## config.mk

```make
export PLATFORM = sky130hd
export DESIGN_NAME = fasta_line_unwrapper_flat
export DESIGN_NICKNAME = d
export VERILOG_FILES = /design/src/rtl/flu_pkg.sv /design/src/rtl/flu_if.sv /design/src/rtl/flu_front.sv /design/src/rtl/flu_queue.sv /design/src/rtl/flu_back.sv /design/src/rtl/fasta_line_unwrapper.sv /design/src/flat_wrapper.sv
export SDC_FILE = /design/constraint.sdc
export NUM_CORES = 1
export LEC_CHECK = 0
export BUFFER_PORTS_ARGS = -buffer_cell sky130_fd_sc_hd__buf_2
export CELL_PAD_IN_SITES_DETAIL_PLACEMENT = 1
export CELL_PAD_IN_SITES_GLOBAL_PLACEMENT = 2
export CORE_ASPECT_RATIO = 1.5
export CORE_MARGIN = 3
export CORE_UTILIZATION = 35
export CTS_BUF_LIST = sky130_fd_sc_hd__clkbuf_2
export DETAILED_ROUTE_END_ITERATION = 8
export GPL_ROUTABILITY_DRIVEN = 0
export GPL_TIMING_DRIVEN = 0
export PLACE_DENSITY_LB_ADDON = 0.25
export SYNTH_ARGS = -nofsm -noshare
export SYNTH_HDL_FRONTEND = slang
export SYNTH_HIERARCHICAL = 1
export SYNTH_SLANG_ARGS = --single-unit
```

## constraint.sdc

```tcl
create_clock -name clk_i -period 3.3 [get_ports clk_i]
set_clock_uncertainty 0.05 [all_clocks]
set_input_delay 0.33 -clock clk_i [delete_from_list [all_inputs] [get_ports clk_i]]
set_output_delay 0.33 -clock clk_i [all_outputs]
set_load 0.02 [all_outputs]
```

## src/rtl/flu_pkg.sv

```systemverilog
package flu_pkg;

  localparam logic [7:0] CH_LF = 8'd10;
  localparam logic [7:0] CH_CR = 8'd13;
  localparam logic [7:0] CH_GT = 8'h3E;
  localparam logic [7:0] CH_NL = 8'h0A;

  // Command queue depth (power of two)
  localparam int unsigned QDepth = 4;
  localparam int unsigned QAw    = $clog2(QDepth);

  typedef enum logic [2:0] {
    PH_START        = 3'd0,
    PH_HEADER       = 3'd1,
    PH_AFTER_HEADER = 3'd2,
    PH_SEQ          = 3'd3,
    PH_SEQ_EOL      = 3'd4,
    PH_ERROR        = 3'd5
  } phase_e;

  typedef enum logic [1:0] {
    KIND_DATA = 2'd0,
    KIND_OK   = 2'd1,
    KIND_ERR  = 2'd2
  } kind_e;

  // One queued command: an optional newline, then one result
  typedef struct packed {
    logic       pre_nl;
    logic [7:0] ch;
    kind_e      kind;
  } cmd_t;

endpackage

```

## src/rtl/flu_if.sv

```systemverilog
interface flu_in_if;
  logic       valid;
  logic       ready;
  logic       mode;
  logic [7:0] data_byte;

  modport source (output valid, output mode, output data_byte, input ready);
  modport sink   (input valid, input mode, input data_byte, output ready);
endinterface

interface flu_out_if;
  logic       valid;
  logic       ready;
  logic [7:0] out_byte;
  logic [1:0] out_kind;
  logic       last;

  modport source (output valid, output out_byte, output out_kind, output last, input ready);
  modport sink   (input valid, input out_byte, input out_kind, input last, output ready);
endinterface

```

## src/rtl/flu_front.sv

```systemverilog
module flu_front (
  input  logic          clk_i,
  input  logic          rst_ni,
  flu_in_if.sink        in_i,
  input  logic          q_full_i,
  output logic          push_o,
  output flu_pkg::cmd_t cmd_o
);
  import flu_pkg::*;

  phase_e phase_q, phase_d;
  logic   eol;
  logic   emit;
  logic   accept;

  assign in_i.ready = !q_full_i;
  assign accept     = in_i.valid && in_i.ready;
  assign eol        = (in_i.data_byte == CH_LF) || (in_i.data_byte == CH_CR);
  assign push_o     = accept && emit;

  always_ff @(posedge clk_i or negedge rst_ni) begin
    if (!rst_ni) begin
      phase_q <= PH_START;
    end else if (accept) begin
      phase_q <= phase_d;
    end
  end

  always_comb begin
    phase_d     = phase_q;
    emit        = 1'b0;
    cmd_o       = '0;
    cmd_o.ch    = in_i.data_byte;
    cmd_o.kind  = KIND_DATA;
    if (in_i.mode) begin
      emit     = 1'b1;
      phase_d  = PH_START;
      cmd_o.ch = '0;
      unique case (phase_q) inside
        PH_HEADER, PH_AFTER_HEADER: cmd_o.kind = KIND_OK;
        PH_SEQ, PH_SEQ_EOL: begin
          cmd_o.pre_nl = 1'b1;
          cmd_o.kind   = KIND_OK;
        end
        default: cmd_o.kind = KIND_ERR;
      endcase
    end else begin
      unique case (phase_q)
        PH_START: begin
          if (!eol) begin
            if (in_i.data_byte == CH_GT) begin
              emit    = 1'b1;
              phase_d = PH_HEADER;
            end else begin
              phase_d = PH_ERROR;
            end
          end
        end
        PH_HEADER: begin
          emit = 1'b1;
          if (eol) phase_d = PH_AFTER_HEADER;
        end
        PH_AFTER_HEADER: begin
          if (!eol) begin
            emit    = 1'b1;
            phase_d = (in_i.data_byte == CH_GT) ? PH_HEADER : PH_SEQ;
          end
        end
        PH_SEQ: begin
          if (eol) phase_d = PH_SEQ_EOL;
          else     emit    = 1'b1;
        end
        PH_SEQ_EOL: begin
          if (!eol) begin
            emit = 1'b1;
            if (in_i.data_byte == CH_GT) begin
              cmd_o.pre_nl = 1'b1;
              phase_d      = PH_HEADER;
            end else begin
              phase_d = PH_SEQ;
            end
          end
        end
        default: phase_d = PH_ERROR;
      endcase
    end
  end

endmodule

```

## src/rtl/flu_queue.sv

```systemverilog
module flu_queue (
  input  logic          clk_i,
  input  logic          rst_ni,
  input  logic          push_i,
  input  flu_pkg::cmd_t cmd_i,
  output logic          full_o,
  output logic          empty_o,
  input  logic          pop_i,
  output flu_pkg::cmd_t cmd_o
);
  import flu_pkg::*;

  cmd_t           mem_q [QDepth];
  logic [QAw-1:0] wptr_q, rptr_q;
  logic [QAw:0]   cnt_q;

  assign full_o  = (cnt_q == (QAw+1)'(QDepth));
  assign empty_o = (cnt_q == '0);
  assign cmd_o   = mem_q[rptr_q];

  always_ff @(posedge clk_i) begin
    if (push_i) begin
      mem_q[wptr_q] <= cmd_i;
    end
  end

  always_ff @(posedge clk_i or negedge rst_ni) begin
    if (!rst_ni) begin
      wptr_q <= '0;
      rptr_q <= '0;
      cnt_q  <= '0;
    end else begin
      if (push_i) wptr_q <= wptr_q + 1'b1;
      if (pop_i)  rptr_q <= rptr_q + 1'b1;
      unique case ({push_i, pop_i})
        2'b10:   cnt_q <= cnt_q + 1'b1;
        2'b01:   cnt_q <= cnt_q - 1'b1;
        default: cnt_q <= cnt_q;
      endcase
    end
  end

endmodule

```

## src/rtl/flu_back.sv

```systemverilog
module flu_back (
  input  logic          clk_i,
  input  logic          rst_ni,
  input  logic          empty_i,
  input  flu_pkg::cmd_t cmd_i,
  output logic          pop_o,
  flu_out_if.source     out_o
);
  import flu_pkg::*;

  logic       valid_q;
  logic [7:0] byte_q;
  kind_e      kind_q;
  logic       last_q;
  logic       nl_done_q;
  logic       load;
  logic       send_nl;

  // Register may take a new result when empty or being drained
  assign load    = !empty_i && (!valid_q || out_o.ready);
  assign send_nl = cmd_i.pre_nl && !nl_done_q;
  assign pop_o   = load && !send_nl;

  assign out_o.valid    = valid_q;
  assign out_o.out_byte = byte_q;
  assign out_o.out_kind = kind_q;
  assign out_o.last     = last_q;

  always_ff @(posedge clk_i or negedge rst_ni) begin
    if (!rst_ni) begin
      valid_q   <= 1'b0;
      nl_done_q <= 1'b0;
    end else begin
      if (load) begin
        valid_q   <= 1'b1;
        nl_done_q <= send_nl;
      end else if (out_o.ready) begin
        valid_q <= 1'b0;
      end
    end
  end

  always_ff @(posedge clk_i) begin
    if (load) begin
      if (send_nl) begin
        byte_q <= CH_NL;
        kind_q <= KIND_DATA;
        last_q <= 1'b0;
      end else begin
        byte_q <= cmd_i.ch;
        kind_q <= cmd_i.kind;
        last_q <= 1'b1;
      end
    end
  end

endmodule

```

## src/rtl/fasta_line_unwrapper.sv

```systemverilog
// Path: a result is written into the command queue once its input byte is accepted,
// then loaded into the output register; for an item with a newline inserted, the
// newline is loaded first. Throughput: one input byte per cycle while the queue is
// not full; items giving two results are absorbed by the four-entry command queue.
// Reset: asynchronous, active low; clears the phase to start, empties the queue
// and drops any pending result.
module fasta_line_unwrapper (
  input  logic      clk_i,
  input  logic      rst_ni,
  flu_in_if.sink    in_i,
  flu_out_if.source out_o
);
  import flu_pkg::*;

  cmd_t push_cmd, head_cmd;
  logic push, pop, full, empty;

  flu_front u_front (
    .clk_i    (clk_i),
    .rst_ni   (rst_ni),
    .in_i     (in_i),
    .q_full_i (full),
    .push_o   (push),
    .cmd_o    (push_cmd)
  );

  flu_queue u_queue (
    .clk_i   (clk_i),
    .rst_ni  (rst_ni),
    .push_i  (push),
    .cmd_i   (push_cmd),
    .full_o  (full),
    .empty_o (empty),
    .pop_i   (pop),
    .cmd_o   (head_cmd)
  );

  flu_back u_back (
    .clk_i   (clk_i),
    .rst_ni  (rst_ni),
    .empty_i (empty),
    .cmd_i   (head_cmd),
    .pop_o   (pop),
    .out_o   (out_o)
  );

endmodule
```

## src/flat_wrapper.sv

```systemverilog
// flat-port wrapper written by rule: the top's interface ports become plain ports
module fasta_line_unwrapper_flat import flu_pkg::*;
  (clk_i, rst_ni, in_i_valid, in_i_mode, in_i_data_byte, in_i_ready, out_o_valid, out_o_out_byte, out_o_out_kind, out_o_last, out_o_ready);
  flu_in_if in_i_i ();
  flu_out_if out_o_i ();
  input  logic clk_i;
  input  logic rst_ni;
  input wire logic [$bits(in_i_i.valid)-1:0] in_i_valid;
  input wire logic [$bits(in_i_i.mode)-1:0] in_i_mode;
  input wire logic [$bits(in_i_i.data_byte)-1:0] in_i_data_byte;
  output wire logic [$bits(in_i_i.ready)-1:0] in_i_ready;
  output wire logic [$bits(out_o_i.valid)-1:0] out_o_valid;
  output wire logic [$bits(out_o_i.out_byte)-1:0] out_o_out_byte;
  output wire logic [$bits(out_o_i.out_kind)-1:0] out_o_out_kind;
  output wire logic [$bits(out_o_i.last)-1:0] out_o_last;
  input wire logic [$bits(out_o_i.ready)-1:0] out_o_ready;
  assign in_i_i.valid = in_i_valid;
  assign in_i_i.mode = in_i_mode;
  assign in_i_i.data_byte = in_i_data_byte;
  assign in_i_ready = in_i_i.ready;
  assign out_o_valid = out_o_i.valid;
  assign out_o_out_byte = out_o_i.out_byte;
  assign out_o_out_kind = out_o_i.out_kind;
  assign out_o_last = out_o_i.last;
  assign out_o_i.ready = out_o_ready;
  fasta_line_unwrapper u_core (.clk_i(clk_i), .rst_ni(rst_ni), .in_i(in_i_i), .out_o(out_o_i));
endmodule
```

Word level (Yosys, flattened, before mapping)
Memories as Yosys holds them, arrays and structs flattened.
Index checks and enable logic that the tools add are counted.
- $add $sub $neg: 4
- equal/unequal tests: 14
- muxes and demuxes: 24
- reduce and logical (&&, ||, !) cells: 21
- operators with widths (operator ; number):
    3-bit two-way mux ; 6
    8-bit by 4-bit equality test with 1-bit output, second input constant ; 2
    1-bit two-way mux ; 12
    3-bit inequality test, second input constant ; 4
    3-bit case mux with 4 select lines ; 1
    10-bit two-way mux ; 1
    8-bit by 6-bit equality test with 1-bit output, second input constant ; 1
    3-bit by 2-bit equality test with 1-bit output, second input constant ; 2
    3-bit equality test, second input constant ; 2
    3-bit logical NOT ; 2
    3-bit case mux with 2 select lines ; 1
    1-bit logical AND ; 5
    1-bit logical NOT ; 5
    5-bit AND reduction ; 1
    2-bit by 1-bit adder with 2-bit output, second input constant ; 2
    2-bit two-way mux ; 2
    2-bit nonzero test ; 2
    2-bit OR reduction ; 2
    4-bit OR reduction ; 1
    3-bit by 1-bit adder with 3-bit output, second input constant ; 1
    3-bit by 1-bit equality test with 1-bit output, second input constant ; 1
    1-bit case mux with 3 select lines ; 1
    3-bit OR reduction ; 1
    3-bit by 1-bit subtractor with 3-bit output, second input constant ; 1
    other kinds (3) ; 4
- flip-flop bits (word level): 23
- bits in writable memories: 44
- input bits: 13
- memories: 1
- memories (name ; depth ; width ; rd ports ; clocked after Yosys merged registers in ; wr ports ; line ; source):
    u_core.u_queue.mem_q ; 4 ; 11 ; 1 ; 0 ; 1 ; flu_queue.sv:13 ; cmd_t mem_q [QDepth];

Depth between registers and ports, before layout
Gate-level depths: netlist of the first run.
- word-level depth: 8
- gate-level depth with buffers: 12

Cells and area by module
Netlist of the first run, hierarchy kept.
- modules (own cells, without submodules) (module ; times used ; cells an instance ; area each (µm²) ; seq. area each (µm²)):
    flu_queue ; 1 ; 93 ; 1991.9 ; 1496.4
    flu_back ; 1 ; 32 ; 526.8 ; 380.4
    flu_front ; 1 ; 56 ; 420.4 ; 75.1

Worst setup path before layout of the first run
OpenSTA, ideal clock, no wires.
- path kind: register -> register
- start point: register u_core.u_queue.rptr_q[0]
- end point: register u_core.u_queue.cnt_q[2]
- library setup time: 0.079 ns
- data arrival time: 2.338 ns
- required time: 3.171 ns
- slack: 0.833 ns
- stages on the path, launching flop included: 11
- path buffers: 1
- clock period less this slack: 2.467 ns
- cell sequence: dfrtp_1 mux4_1 nand2_2 buf_6 and2_1 ha_1 inv_1 fa_1 xor2_1 nor2_1 xor2_1
- RTL lines (what ; line ; source):
    from (decl) ; flu_queue.sv:14 ; logic [QAw-1:0] wptr_q, rptr_q;
    from (signal assigned) ; flu_queue.sv:34 ; if (pop_i) rptr_q <= rptr_q + 1'b1;
    to (signal assigned) ; flu_queue.sv:36 ; 2'b10: cnt_q <= cnt_q + 1'b1;
    to (signal assigned) ; flu_queue.sv:37 ; 2'b01: cnt_q <= cnt_q - 1'b1;
    to (signal assigned) ; flu_queue.sv:38 ; default: cnt_q <= cnt_q;
    to (decl) ; flu_queue.sv:15 ; logic [QAw:0] cnt_q;

==> reports/summary.txt, run 1 <==
CLOCK TREE
------------------------------------------------------------------------------------------------------
TritonCTS sink count                                                                                67
Number of resized instances in the post-cts repair step                                              0
Max Buffers Root-to-Sink                                                                             2
CTS root buf                                                                              sky130_fd_sc_hd__clkbuf_2
TritonCTS clock tree                                                                             built
TritonCTS Buffers                                                                                    9
CTS H-Tree Depth                                                                                     3
Clock latency of the later-clocked register in the worst-skew pair                              470 ps
Clock transition at the register clock pins on the worst setup and hold paths after CTS         170 ps

DETAILED ROUTING
------------------------------------------------------------------------------------------------------
Routed wire length per instance                                                                15.3 um
Post-route DRC                                                                                       0
Number of iterations in the first detailed-routing pass                                              4
Detailed-route via count                                                                          1552
Antenna Violating Nets Remaining                                                                     0
Total detailed-routing wirelength                                                              5030 um
Initial drt markers                                                                                 38
Post-detailed-route via-to-cell ratio                                                             4.73

FLOORPLAN
------------------------------------------------------------------------------------------------------
Number of placement rows                                                                            40
Initial cell density of the core                                                                 36.3%
Die area                                                                                   0.00956 mm2
Y dimension of the die                                                                          118 um
DIE WIDTH                                                                                      80.8 um
Std-Cell Core Area                                                                         0.00811 mm2
Number of top-level pins                                                                            26

FLOW RUN
------------------------------------------------------------------------------------------------------
Number of max-capacitance violations reported                                                        0

TIMING
------------------------------------------------------------------------------------------------------
Slew at the pin with the worst max-slew slack                                                   602 ps
Count of pins over their slew limit                                                                  0
Period minus WS final                                                                          2720 ps
Final hold violation count                                                                           0
Number of failing setup endpoints in the final timing report                                         0
Setup repair after global routing missed its margin                                                 no
Crit path setup slack, layout                                                                   585 ps
Setup TNS                                                                                         0 ps
Worst rel slew slack                                                                             59.9%
Fin crit share                                                                                   82.3%
Max frequency                                                                                  368 MHz

SYNTHESIS
------------------------------------------------------------------------------------------------------
Adder-cell share of the synthesized area                                                         2.81%
Fraction of the mapped netlist area in compound gates                                            4.00%
Commonest cells post-synth                                                                55 x sky130_fd_sc_hd__edfxtp_1, 12 x sky130_fd_sc_hd__dfrtp_1, 9 x sky130_fd_sc_hd__inv_1
Area share of and/or/nand/nor cells after synthesis                                              12.0%
Multiplexer share of the synthesized area                                                        9.83%
Library cell with the largest summed area after synthesis                                 sky130_fd_sc_hd__edfxtp_1
Most common flop cell mapped by yosys                                                     sky130_fd_sc_hd__edfxtp_1
Library cells used by synthesis                                                                     45
Synth Net Count                                                                                    200
Sequential fraction of the synthesis area                                                        66.4%
Ranking of synthesized cells by area                                                      sky130_fd_sc_hd__edfxtp_1 56%, sky130_fd_sc_hd__dfrtp_1 10%, sky130_fd_sc_hd__mux4_2 6.1%, sky130_fd_sc_hd__mux4_1 2.7%, sky130_fd_sc_hd__ha_1 2.1%
Netlist area before placement                                                              0.00294 mm2
Portion of synthesized cell area occupied by the leading cell type                               56.2%
Xor and xnor area share after synthesis                                                          1.79%
Largest family of logic cells by synthesized area                                         simple AND/OR/NAND/NOR gates
Post-Synthesis Mean Instance Area                                                             16.2 um2
Count of synthesis-stage warnings from yosys                                                         6
Synthesized instance count                                                                         181
Number of storage elements in the synthesis netlist                                                 67
Most frequent cell after synthesis                                                        sky130_fd_sc_hd__edfxtp_1
Count of flip-flops with a built-in enable after synthesis                                          55
Async set or reset register ratio after synthesis                                                17.9%

PLACEMENT
------------------------------------------------------------------------------------------------------
Post-Place Worst Slack                                                                          283 ps
PortBufs                                                                                            25
Detail Placement HPWL                                                                          3570 um

GLOBAL ROUTING
------------------------------------------------------------------------------------------------------
First-pass GRT wire length                                                                     8090 um
Global Route Usage Sum                                                                           11.7%
Maximum number of pins on one net before global-route repair                                        14
Global-route congestion overflow total                                                               0
Via count of the first global-routing pass                                                        1638
Number of antenna violations at the first check in global routing                                    0

CRITICAL PATH
------------------------------------------------------------------------------------------------------
Crit. End Element                                                                                 flop
Crit path arrival time                                                                         3060 ps
Delay of the slowest cell on the worst path                                                     600 ps
Worst setup path class                                                                         reg2reg
Ordered list of cells on the worst path                                                   mux4_1 > nand2_2 > buf_6 > and2_1 > ha_1 > inv_1 > fa_1 > xor2_1 > nor2_1 > xor2_1
Slowest stage cell on the critical path                                                   sky130_fd_sc_hd__mux4_1
CP Buf/Inv Count                                                                                     2
Most numerous cell on the critical path                                                   sky130_fd_sc_hd__xor2_1
Worst-path fanout max                                                                               10
Type of element launching the critical path                                                       flop
Data required time of the critical path                                                        3640 ps
Top Family by Delay on Critical Path                                                      multiplexers
Flop2flop setup slack                                                                           580 ps

LAYOUT
------------------------------------------------------------------------------------------------------
Ant diodes                                                                                           0
Final nets                                                                                         238
Number of fill cells                                                                               856
Fraction of layout instances using a drive strength above 1                                      30.9%
Synth-to-layout area growth                                                                      12.7%

POWER AND IR DROP
------------------------------------------------------------------------------------------------------
Leak pwr                                                                                       1.27 nW
VDD IR-drop max                                                                             0.000371 V
Ratio of total power to cell area                                                           865 mW/mm2

MIN PATH
------------------------------------------------------------------------------------------------------
Tightest Hold Check Type                                                                      in2async

OUTCOME
------------------------------------------------------------------------------------------------------
Result of the run                                                                         finished clean

-- layout make-up --
| class | count | area [um2] | share of cell area, % |
|---|---|---|---|
| buffer | 7 | 52.6 | 1.59 |
| clock buffer | 11 | 55.1 | 1.66 |
| clock inverter | 4 | 42.5 | 1.28 |
| inverter | 11 | 41.3 | 1.25 |
| multi-input combinational | 96 | 893 | 27.0 |
| sequential | 67 | 1950 | 58.9 |
| tap | 105 | 131 | 3.97 |
| timing repair buffer | 27 | 145 | 4.38 |
-- through the flow --
| stage | utilization (%) | power, mW | hold WS [ps] | area (um2) | instances |
|---|---|---|---|---|---|
| 2_1_floorplan | - | 2.20 | -15.6 | 2940 | 181 |
| 3_3_place_gp | 39.4 | 2.46 | 203 | 3200 | 311 |
| 3_5_place_dp | 39.4 | 2.49 | 207 | 3200 | 311 |
| 4_1_cts | 40.9 | 2.93 | 155 | 3310 | 328 |
| 5_1_grt | 40.9 | 3.09 | 152 | 3310 | 328 |
| 6_report | 40.9 | 2.87 | 203 | 3310 | 328 |
-- registers in the layout, indices dropped and copies added (netlist names) --
signal                        cells
u_core/u_queue/rptr_q             2
u_core/u_back/out_o.out_byte      8
u_core/u_back/out_o.out_kind      2
u_core/u_queue/cnt_q              3
u_core/u_back/out_o.last          1
u_core/u_queue/wptr_q             2
u_core/u_back/nl_done_q           1
u_core/u_back/out_o.valid         1
u_core/u_front/phase_q            3
u_core/u_queue/mem_q             44
-- repair_timing --
item / in CTS / in global routing
endpoints found under the hold margin: 13 / 0
endpoints found under the setup margin: 0 / 0
hold buffers: 2 / 0
setup buffers: 0 / 0
-- power breakdown --
| group | switching, mW | internal (mW) | total [mW] | leakage (nW) |
|---|---|---|---|---|
| clock network | 0.261 | 0.172 | 0.433 | 0.0669 |
| registers | 0.0883 | 1.23 | 1.32 | 0.659 |
| logic | 0.598 | 0.518 | 1.12 | 0.545 |
-- path summary, 6_finish.rpt --
kind | from | endpoint | depth (start not counted)
hold / removal | rst_ni | u_core/u_front/phase_q[2] | 2
hold reg to reg | u_core/u_queue/cnt_q[2] | u_core/u_queue/cnt_q[2] | 1
setup / recovery | u_core/u_queue/rptr_q[0] | u_core/u_queue/cnt_q[2] | 10
max in group asynchronous | rst_ni | u_core/u_queue/cnt_q[1] | 2
setup reg to reg | u_core/u_queue/rptr_q[0] | u_core/u_queue/cnt_q[2] | 10
min in group clk_i | in_i_data_byte[7] | u_core/u_queue/mem_q[0][9] | 2
-- routing by layer --
layer  share of wire (%)  GRT usage, %  routed length (um)
met5                   0             0                   0
met4                 2.2          7.29                 112
met3                 3.7          2.97                 188
met2                  52          19.3                2630
met1                  42          13.2                2090
-- worst reg2reg max path: stages, from the launching register on --
cell and delay [ps]:
sky130_fd_sc_hd__dfrtp_1 490, sky130_fd_sc_hd__mux4_1 600, sky130_fd_sc_hd__nand2_2 120, sky130_fd_sc_hd__buf_6 140
sky130_fd_sc_hd__and2_1 200, sky130_fd_sc_hd__ha_1 210, sky130_fd_sc_hd__inv_1 60, sky130_fd_sc_hd__fa_1 370
sky130_fd_sc_hd__xor2_1 150, sky130_fd_sc_hd__nor2_1 110, sky130_fd_sc_hd__xor2_1 140
-- layout by cell type (no fill, tap or decap), drive strengths merged, types with 2 or more instances in the layout --
master and n:
a21oi 2, and2 13, and3 3, buf 31, clkbuf 12, clkinv 3, dfrtp 12, dlygate4sd3 2
edfxtp 55, ha 5, inv 11, mux2i 3, mux4 11, nand2 7, nand2b 2, nor2 6
nor2b 9, nor3 2, nor3b 3, o21a 2, o21ai 6, or3 2, xnor2 2, xor2 4
-- logic make-up (layout without fill, tap and decap cells) --
group                      after synthesis  in the layout
muxes                                   14             14
xor gates and xnor gates                 6              6
DFF                                     67             67
AOI/OAI and AO/OA                       16             16
and+or+nand+nor                         54             54
buffers and inverters                   18             60
adders and majority gates                6              6
Note: power is estimated with default switching activity, not from simulation.
==> inputs of run 2 (changes only) <==
--- a/config.mk
+++ b/config.mk
@@ -5,6 +5,7 @@
 export SDC_FILE = /design/constraint.sdc
 export NUM_CORES = 1
 export LEC_CHECK = 0
+export ABC_AREA = 1
 export BUFFER_PORTS_ARGS = -buffer_cell sky130_fd_sc_hd__buf_2
 export CELL_PAD_IN_SITES_DETAIL_PLACEMENT = 1
 export CELL_PAD_IN_SITES_GLOBAL_PLACEMENT = 2
==> constraint.sdc (replaced) <==
create_clock -name clk_i -period 2.2 [get_ports clk_i]
set_clock_uncertainty 0.05 [all_clocks]
set_input_delay 0.22 -clock clk_i [delete_from_list [all_inputs] [get_ports clk_i]]
set_output_delay 0.22 -clock clk_i [all_outputs]
set_load 0.02 [all_outputs]
==> reports/summary.txt, run 2 <==
LAYOUT
------------------------------------------------------------------------------------------------------
Ant diodes                                                                                           0   unchanged
Number of fill cells                                                                               977   was 856
Most common cell after layout, fill and taps aside                                        sky130_fd_sc_hd__nand2_1   was sky130_fd_sc_hd__edfxtp_1
Number of flip-flops under the largest register name                                                44   unchanged
Final design utilization                                                                         44.6%   was 40.9%
Register bank with the most flops                                                         u_core/u_queue/mem_q   unchanged
Final nets                                                                                         383   was 238
Fraction of layout instances using a drive strength above 1                                      29.8%   was 30.9%
Leading cell types in the layout, fill and taps excluded                                  68 x sky130_fd_sc_hd__nand2_1, 55 x sky130_fd_sc_hd__edfxtp_1, 53 x sky130_fd_sc_hd__inv_1, 28 x sky130_fd_sc_hd__buf_2, 25 x sky130_fd_sc_hd__nor2_1   was 55 x sky130_fd_sc_hd__edfxtp_1, 28 x sky130_fd_sc_hd__buf_2, 12 x sky130_fd_sc_hd__dfrtp_1, 11 x sky130_fd_sc_hd__clkbuf_2, 9 x sky130_fd_sc_hd__inv_1
Synth-to-layout area growth                                                                      21.4%   was 12.7%

CLOCK TREE
------------------------------------------------------------------------------------------------------
TritonCTS Buffers                                                                                    9   unchanged
Max Buffers Root-to-Sink                                                                             2   unchanged
Clock latency of the later-clocked register in the worst-skew pair                              480 ps   was 470 ps
TritonCTS sink count                                                                                67   unchanged
TritonCTS clock tree                                                                             built   unchanged
CTS root buf                                                                              sky130_fd_sc_hd__clkbuf_2   unchanged
CTS H-Tree Depth                                                                                     3   unchanged
Clock transition at the register clock pins on the worst setup and hold paths after CTS         180 ps   was 170 ps

DETAILED ROUTING
------------------------------------------------------------------------------------------------------
Post-detailed-route via-to-cell ratio                                                             4.65   was 4.73
Antenna Violating Nets Remaining                                                                     0   unchanged
Total detailed-routing wirelength                                                              6880 um   was 5030 um
Detailed-route via count                                                                          2212   was 1552
Number of iterations in the first detailed-routing pass                                              4   unchanged
Initial drt markers                                                                                103   was 38
Routed wire length per instance                                                                14.5 um   was 15.3 um
Post-route DRC                                                                                       0   unchanged

TIMING
------------------------------------------------------------------------------------------------------
Fin crit share                                                                                    101%   was 82.3%
Max frequency                                                                                  449 MHz   was 368 MHz
Number of failing setup endpoints in the final timing report                                         1   was 0
Worst rel slew slack                                                                             73.0%   was 59.9%
Crit path setup slack, layout                                                                 -28.6 ps   was 585 ps
Final hold violation count                                                                           0   unchanged
Slew at the pin with the worst max-slew slack                                                   405 ps   was 602 ps
Period minus WS final                                                                          2230 ps   was 2720 ps
Setup repair after global routing missed its margin                                                yes   was no
Count of pins over their slew limit                                                                  0   unchanged
Setup TNS                                                                                     -28.6 ps   was 0 ps

PLACEMENT
------------------------------------------------------------------------------------------------------
Post-Place Worst Slack                                                                         -268 ps   was 283 ps
PortBufs                                                                                            25   unchanged
Detail Placement HPWL                                                                          4790 um   was 3570 um

SYNTHESIS
------------------------------------------------------------------------------------------------------
Synth Net Count                                                                                    329   was 200
Library cell with the largest summed area after synthesis                                 sky130_fd_sc_hd__edfxtp_1   unchanged
Async set or reset register ratio after synthesis                                                17.9%   unchanged
Count of synthesis-stage warnings from yosys                                                         6   unchanged
Post-Synthesis Mean Instance Area                                                             10.2 um2   was 16.2 um2
Count of flip-flops with a built-in enable after synthesis                                          55   unchanged
Synthesized instance count                                                                         310   was 181
Sequential fraction of the synthesis area                                                        61.7%   was 66.4%
Library cells used by synthesis                                                                     27   was 45
Netlist area before placement                                                              0.00316 mm2   was 0.00294 mm2
Commonest cells post-synth                                                                72 x sky130_fd_sc_hd__nand2_1, 65 x sky130_fd_sc_hd__inv_1, 55 x sky130_fd_sc_hd__edfxtp_1   was 55 x sky130_fd_sc_hd__edfxtp_1, 12 x sky130_fd_sc_hd__dfrtp_1, 9 x sky130_fd_sc_hd__inv_1
Most common flop cell mapped by yosys                                                     sky130_fd_sc_hd__edfxtp_1   unchanged
Most frequent cell after synthesis                                                        sky130_fd_sc_hd__nand2_1   was sky130_fd_sc_hd__edfxtp_1
Number of storage elements in the synthesis netlist                                                 67   unchanged
Ranking of synthesized cells by area                                                      sky130_fd_sc_hd__edfxtp_1 52%, sky130_fd_sc_hd__dfrtp_1 9.5%, sky130_fd_sc_hd__nand2_1 8.5%, sky130_fd_sc_hd__inv_1 7.7%, sky130_fd_sc_hd__o211ai_1 5.0%   was sky130_fd_sc_hd__edfxtp_1 56%, sky130_fd_sc_hd__dfrtp_1 10%, sky130_fd_sc_hd__mux4_2 6.1%, sky130_fd_sc_hd__mux4_1 2.7%, sky130_fd_sc_hd__ha_1 2.1%
Portion of synthesized cell area occupied by the leading cell type                               52.2%   was 56.2%

GLOBAL ROUTING
------------------------------------------------------------------------------------------------------
Maximum number of pins on one net before global-route repair                                        13   was 14
Global Route Usage Sum                                                                           14.7%   was 11.7%
Global-route congestion overflow total                                                               0   unchanged
Number of antenna violations at the first check in global routing                                    0   unchanged
First-pass GRT wire length                                                                    11300 um   was 8090 um
Via count of the first global-routing pass                                                        2345   was 1638

FLOORPLAN
------------------------------------------------------------------------------------------------------
Die area                                                                                    0.0102 mm2   was 0.00956 mm2
Number of placement rows                                                                            41   was 40
Number of top-level pins                                                                            26   unchanged
Initial cell density of the core                                                                 36.7%   was 36.3%
Y dimension of the die                                                                          122 um   was 118 um
Std-Cell Core Area                                                                         0.00862 mm2   was 0.00811 mm2
DIE WIDTH                                                                                      83.6 um   was 80.8 um

POWER AND IR DROP
------------------------------------------------------------------------------------------------------
VDD IR-drop max                                                                             0.000532 V   was 0.000371 V
Sequential Power Share                                                                           38.1%   was 46.0%
Ratio of total power to cell area                                                          1410 mW/mm2   was 865 mW/mm2
Comb power frac                                                                                  47.4%   was 38.9%
Total power after layout                                                                       5.40 mW   was 2.87 mW
Net switching power of the design                                                              2.15 mW   was 0.947 mW
Leak pwr                                                                                       1.70 nW   was 1.27 nW
Int Pwr                                                                                        3.25 mW   was 1.92 mW
Share of total power in the clock network                                                        14.5%   was 15.1%
Switching fraction of total power                                                                39.7%   was 33.0%

OUTCOME
------------------------------------------------------------------------------------------------------
Result of the run                                                                         finished with violations   was finished clean
Violated checks                                                                           setup timing

CRITICAL PATH
------------------------------------------------------------------------------------------------------
Type of element launching the critical path                                                       flop   unchanged
Worst setup path class                                                                         reg2reg   unchanged
Crit. End Element                                                                                 flop   unchanged
Crit path arrival time                                                                         2600 ps   was 3060 ps
Worst-path fanout max                                                                                7   was 10
Data required time of the critical path                                                        2570 ps   was 3640 ps

FLOW RUN
------------------------------------------------------------------------------------------------------
Number of max-capacitance violations reported                                                        0   unchanged

MIN PATH
------------------------------------------------------------------------------------------------------
Tightest Hold Check Type                                                                        in2reg   was in2async

[run 2: cell types whose count changed in the layout (fill, tap and decap cells not counted), sizes merged, moves of 7 or more]
cell	previous run	this run
and2	13	0
buf	31	48
inv	11	64
mux4	11	0
nand2	7	77
nand3	1	8
nor2	6	34
nor2b	9	0
o211ai	1	22
[run 2: final timing paths]
path	from	to	slack, ps	cells past startpoint
max in group asynchronous	rst_ni	u_core/u_front/phase_q[1]	1260	3
min reg2reg	u_core/u_queue/wptr_q[0]	u_core/u_queue/wptr_q[0]	490	1
min in group asynchronous	rst_ni	u_core/u_queue/cnt_q[2]	610	3
min	in_i_data_byte[7]	u_core/u_queue/mem_q[0][9]	60	3
max	u_core/u_front/phase_q[1]	u_core/u_queue/cnt_q[1]	-30	13
max reg2reg	u_core/u_front/phase_q[1]	u_core/u_queue/cnt_q[1]	-30	13
[run 2: worst max-delay path, cell delays in order (launching register included)]
cell                      delay (ps)
sky130_fd_sc_hd__dfrtp_2         510
sky130_fd_sc_hd__nor2_4          160
sky130_fd_sc_hd__nor2_4           60
sky130_fd_sc_hd__o21ai_2         170
sky130_fd_sc_hd__nand2_1          90
sky130_fd_sc_hd__nand3_2          70
sky130_fd_sc_hd__nand2_2          50
sky130_fd_sc_hd__inv_2            60
sky130_fd_sc_hd__buf_6           110
sky130_fd_sc_hd__inv_4            40
sky130_fd_sc_hd__ha_4            160
sky130_fd_sc_hd__inv_4            60
sky130_fd_sc_hd__fa_2            430
sky130_fd_sc_hd__o21ai_2         130
[run 2: metrics by stage]
| step | cells | instance area (um2) | hold WS, ps |
|---|---|---|---|
| floorplan | 310 | 3170 | -126 |
| global placement | 442 | 3430 | 73.5 |
| detailed placement | 442 | 3430 | 72.6 |
| CTS | 471 | 3710 | 0.780 |
| global route | 476 | 3840 | 9.54 |
| finish | 476 | 3840 | 60.8 |
[run 2: layout make-up]
type,count,area [um2],share of cell area (%)
flip-flops and latches,67,1960,50.9
well taps,107,134,3.49
inverters,68,278,7.23
clock buffers,10,50.0,1.30
multi-input cells,165,970,25.2
clock inverters,6,80.1,2.08
plain buffers,9,90.1,2.35
repair buffers,44,284,7.39
[run 2: cells by family after synthesis]
family	share of synthesized area [%]
xor+xnor	1.11
buf+inv	10.8
fa+ha+maj	2.61
flops	61.7
compound gates	6.72
simple gates	17.0
[run 2: timing repair]
item,CTS,global route
hold buffers,4,1
pin swaps,8,15
hold endpoints to repair,17,1
setup buffers,9,5
endpoints found under the setup margin,46,46
gates resized for setup,17,28
[run 2: power groups by stage]
stage	logic, mW	clock network, mW	registers (mW)
global placement	2.05	0	2.04
floorplan	1.39	0	2.16
finish	2.56	0.782	2.06
global route	2.87	0.887	2.10
detailed placement	2.12	0	2.06
CTS	2.39	0.816	2.05
[run 2: layer usage]
layer	global-route usage [%]	vias up	share of wire, %
met1	15.2	1072	38
met5	0	-	0
met4	5.94	0	1.5
met2	27.8	34	56
li1	-	1098	-
met3	3.83	8	3.7
==> inputs of run 3 (changes only) <==
--- a/config.mk
+++ b/config.mk
@@ -5,7 +5,6 @@
 export SDC_FILE = /design/constraint.sdc
 export NUM_CORES = 1
 export LEC_CHECK = 0
-export ABC_AREA = 1
 export BUFFER_PORTS_ARGS = -buffer_cell sky130_fd_sc_hd__buf_2
 export CELL_PAD_IN_SITES_DETAIL_PLACEMENT = 1
 export CELL_PAD_IN_SITES_GLOBAL_PLACEMENT = 2
@@ -19,5 +18,4 @@
 export PLACE_DENSITY_LB_ADDON = 0.25
 export SYNTH_ARGS = -nofsm -noshare
 export SYNTH_HDL_FRONTEND = slang
-export SYNTH_HIERARCHICAL = 1
 export SYNTH_SLANG_ARGS = --single-unit
==> reports/summary.txt, run 3 <==
DETAILED ROUTING
------------------------------------------------------------------------------------------------------
Post-route DRC                                                                                       0   unchanged
Initial drt markers                                                                                128   was 103
Routed wire length per instance                                                                16.3 um   was 14.5 um
Number of iterations in the first detailed-routing pass                                              4   unchanged
Detailed-route via count                                                                          1666   was 2212
Antenna Violating Nets Remaining                                                                     0   unchanged
Post-detailed-route via-to-cell ratio                                                             4.87   was 4.65
Total detailed-routing wirelength                                                              5570 um   was 6880 um

PLACEMENT
------------------------------------------------------------------------------------------------------
PortBufs                                                                                            25   unchanged
Total instance count after detailed placement                                                      316   was 442
Detail Placement HPWL                                                                          3920 um   was 4790 um
Post-DP Area                                                                               0.00322 mm2   was 0.00343 mm2
Post-Place Worst Slack                                                                         -679 ps   was -268 ps

SYNTHESIS
------------------------------------------------------------------------------------------------------
Synth Net Count                                                                                    205   was 329
Most common flop cell mapped by yosys                                                     sky130_fd_sc_hd__edfxtp_1   unchanged
Synthesized instance count                                                                         186   was 310
Portion of synthesized cell area occupied by the leading cell type                               56.0%   was 52.2%
Commonest cells post-synth                                                                55 x sky130_fd_sc_hd__edfxtp_1, 20 x sky130_fd_sc_hd__nor2b_1, 12 x sky130_fd_sc_hd__dfrtp_1   was 72 x sky130_fd_sc_hd__nand2_1, 65 x sky130_fd_sc_hd__inv_1, 55 x sky130_fd_sc_hd__edfxtp_1
Count of synthesis-stage warnings from yosys                                                         0   was 6
Library cells used by synthesis                                                                     42   was 27
Most frequent cell after synthesis                                                        sky130_fd_sc_hd__edfxtp_1   was sky130_fd_sc_hd__nand2_1
Netlist area before placement                                                              0.00295 mm2   was 0.00316 mm2
Number of storage elements in the synthesis netlist                                                 67   unchanged
Library cell with the largest summed area after synthesis                                 sky130_fd_sc_hd__edfxtp_1   unchanged
Ranking of synthesized cells by area                                                      sky130_fd_sc_hd__edfxtp_1 56%, sky130_fd_sc_hd__dfrtp_1 10%, sky130_fd_sc_hd__mux4_2 8.4%, sky130_fd_sc_hd__nor2b_1 4.2%, sky130_fd_sc_hd__ha_1 2.1%   was sky130_fd_sc_hd__edfxtp_1 52%, sky130_fd_sc_hd__dfrtp_1 9.5%, sky130_fd_sc_hd__nand2_1 8.5%, sky130_fd_sc_hd__inv_1 7.7%, sky130_fd_sc_hd__o211ai_1 5.0%
Post-Synthesis Mean Instance Area                                                             15.9 um2   was 10.2 um2
Async set or reset register ratio after synthesis                                                17.9%   unchanged
Sequential fraction of the synthesis area                                                        66.1%   was 61.7%
Count of flip-flops with a built-in enable after synthesis                                          55   unchanged

TIMING
------------------------------------------------------------------------------------------------------
Period minus WS final                                                                          2300 ps   was 2230 ps
Count of pins over their slew limit                                                                  0   unchanged
Fin crit share                                                                                    105%   was 101%
Setup repair after global routing missed its margin                                                yes   unchanged
Setup TNS                                                                                     -99.5 ps   was -28.6 ps
Final hold violation count                                                                           0   unchanged
Slew at the pin with the worst max-slew slack                                                   619 ps   was 405 ps
Max frequency                                                                                  435 MHz   was 449 MHz
Post-Route Hold Slack                                                                          82.2 ps   was 60.8 ps
Worst rel slew slack                                                                             58.7%   was 73.0%
Crit path setup slack, layout                                                                 -99.5 ps   was -28.6 ps
Number of failing setup endpoints in the final timing report                                         1   unchanged

FLOORPLAN
------------------------------------------------------------------------------------------------------
DIE WIDTH                                                                                      81.0 um   was 83.6 um
Number of placement rows                                                                            40   was 41
Die area                                                                                   0.00959 mm2   was 0.0102 mm2
Y dimension of the die                                                                          118 um   was 122 um
Initial cell density of the core                                                                 36.4%   was 36.7%
Std-Cell Core Area                                                                         0.00811 mm2   was 0.00862 mm2
Number of top-level pins                                                                            26   unchanged

CLOCK TREE
------------------------------------------------------------------------------------------------------
TritonCTS clock tree                                                                             built   unchanged
TritonCTS Buffers                                                                                    9   unchanged
TritonCTS sink count                                                                                67   unchanged
Clock latency of the later-clocked register in the worst-skew pair                              490 ps   was 480 ps
CTS root buf                                                                              sky130_fd_sc_hd__clkbuf_2   unchanged
Clock transition at the register clock pins on the worst setup and hold paths after CTS         170 ps   was 180 ps
CTS H-Tree Depth                                                                                     3   unchanged
Max Buffers Root-to-Sink                                                                             2   unchanged

CRITICAL PATH
------------------------------------------------------------------------------------------------------
Data required time of the critical path                                                        2570 ps   about the same
Crit. End Element                                                                                 flop   unchanged
Type of element launching the critical path                                                       flop   unchanged
Slowest stage cell on the critical path                                                   sky130_fd_sc_hd__mux4_2   was sky130_fd_sc_hd__dfrtp_2
Ordered list of cells on the worst path                                                   mux4_2 > nor2b_4 > nor2b_2 > ha_2 > inv_2 > fa_2 > xor2_1 > nor2_1 > xor2_1   was nor2_4 > nor2_4 > o21ai_2 > nand2_1 > nand3_2 > nand2_2 > inv_2 > buf_6 > inv_4 > ha_4 > inv_4 > fa_2 > o21ai_2
CP Buf/Inv Count                                                                                     1   was 4
Crit path arrival time                                                                         2670 ps   was 2600 ps
Most numerous cell on the critical path                                                   sky130_fd_sc_hd__xor2_1
Worst setup path class                                                                         reg2reg   unchanged
Worst-path fanout max                                                                                3   was 7
Top Family by Delay on Critical Path                                                      multiplexers   was adder cells
Delay of the slowest cell on the worst path                                                     520 ps   was 510 ps

POWER AND IR DROP
------------------------------------------------------------------------------------------------------
Sequential Power Share                                                                           44.3%   was 38.1%
Total power after layout                                                                       4.49 mW   was 5.40 mW
Comb power frac                                                                                  40.6%   was 47.4%
Int Pwr                                                                                        2.96 mW   was 3.25 mW
VDD IR-drop max                                                                             0.000392 V   was 0.000532 V
Ratio of total power to cell area                                                          1300 mW/mm2   was 1410 mW/mm2
Leak pwr                                                                                       1.27 nW   was 1.70 nW
Net switching power of the design                                                              1.53 mW   was 2.15 mW
Share of total power in the clock network                                                        15.1%   was 14.5%
Switching fraction of total power                                                                34.1%   was 39.7%

LAYOUT
------------------------------------------------------------------------------------------------------
Ant diodes                                                                                           0   unchanged
Leading cell types in the layout, fill and taps excluded                                  55 x sky130_fd_sc_hd__edfxtp_1, 27 x sky130_fd_sc_hd__buf_2, 18 x sky130_fd_sc_hd__nor2b_1, 13 x sky130_fd_sc_hd__clkbuf_2   was 68 x sky130_fd_sc_hd__nand2_1, 55 x sky130_fd_sc_hd__edfxtp_1, 53 x sky130_fd_sc_hd__inv_1, 28 x sky130_fd_sc_hd__buf_2, 25 x sky130_fd_sc_hd__nor2_1
Number of flip-flops under the largest register name                                                44   unchanged
Layout Cells excl Fill                                                                             342   was 476
Final nets                                                                                         251   was 383
Synth-to-layout area growth                                                                      17.0%   was 21.4%
Register bank with the most flops                                                         u_core.u_queue.mem_q   was u_core/u_queue/mem_q
Fraction of layout instances using a drive strength above 1                                      37.6%   was 29.8%
Final design utilization                                                                         42.6%   was 44.6%
Most common cell after layout, fill and taps aside                                        sky130_fd_sc_hd__edfxtp_1   was sky130_fd_sc_hd__nand2_1
Final cell area excluding filler cells                                                     0.00345 mm2   was 0.00384 mm2

GLOBAL ROUTING
------------------------------------------------------------------------------------------------------
Global Route Usage Sum                                                                           13.5%   was 14.7%
Via count of the first global-routing pass                                                        1759   was 2345
Maximum number of pins on one net before global-route repair                                        15   was 13
First-pass GRT wire length                                                                     9370 um   was 11300 um
Global-route congestion overflow total                                                               0   unchanged
Number of antenna violations at the first check in global routing                                    0   unchanged

MIN PATH
------------------------------------------------------------------------------------------------------
Tightest Hold Check Type                                                                      in2async   was in2reg

OUTCOME
------------------------------------------------------------------------------------------------------
Result of the run                                                                         finished with violations   unchanged
Violated checks                                                                           setup timing   unchanged

FLOW RUN
------------------------------------------------------------------------------------------------------
Number of max-capacitance violations reported                                                        0   unchanged

==> run 3: logic make-up (layout without fill, tap and decap cells) <==
logic type	after synthesis	count (layout)	synth area share [%]
compound gates	23	23	6.44
xor+xnor	7	7	2.08
fa+ha+maj	6	6	2.80
buf+inv	19	70	2.50
flops	67	67	66.1
mux	16	16	10.3
simple gates	48	48	9.79
==> run 3: power by group through the flow <==
stage               registers (mW)  clock network (mW)  logic, mW
floorplan                     2.14                   0       1.09
global placement              2.02                   0       1.65
detailed placement            2.03                   0       1.66
CTS                           1.99               0.710       1.87
global route                  2.03               0.775       2.06
finish                        1.99               0.678       1.83
==> run 3: path summary, 6_finish.rpt <==
path,cells past startpoint,to,slack [ps],from
max,9,u_core.u_queue.cnt_q[2],-100,u_core.u_queue.rptr_q[0]
min reg2reg,1,u_core.u_queue.cnt_q[2],470,u_core.u_queue.cnt_q[2]
min in group clk_i,2,u_core.u_queue.mem_q[0][9],100,in_i_data_byte[7]
min,2,u_core.u_back.out_o.valid,80,rst_ni
max in group asynchronous,2,u_core.u_queue.rptr_q[0],1770,rst_ni
max reg2reg,9,u_core.u_queue.cnt_q[2],-100,u_core.u_queue.rptr_q[0]
==> run 3: final cells by class <==
| type | count | area (um2) |
|---|---|---|
| Buffer | 8 | 36.3 |
| Clock buffer | 10 | 50.0 |
| Clock inverter | 6 | 56.3 |
| Fill cell | 866 | 4660 |
| Inverter | 10 | 37.5 |
| Multi-Input combinational cell | 100 | 975 |
| Sequential cell | 67 | 1950 |
| Tap cell | 105 | 131 |
| Timing Repair Buffer | 36 | 213 |
==> run 3: per-layer routing <==
| layer | global-route usage [%] | up-vias | share of wire (%) |
|---|---|---|---|
| met2 | 22.0 | 38 | 53 |
| met4 | 6.03 | 0 | 2.0 |
| met1 | 16.5 | 826 | 41 |
| met3 | 3.43 | 10 | 3.8 |
| met5 | 0 | - | 0 |
| li1 | - | 792 | - |
==> run 3: repair_timing <==
action,in CTS,in global routing
resized for setup,16,1
setup buffers,10,1
hold endpoints to repair,13,0
endpoints found under the setup margin,46,4
hold buffers,2,0
pin swaps,3,2
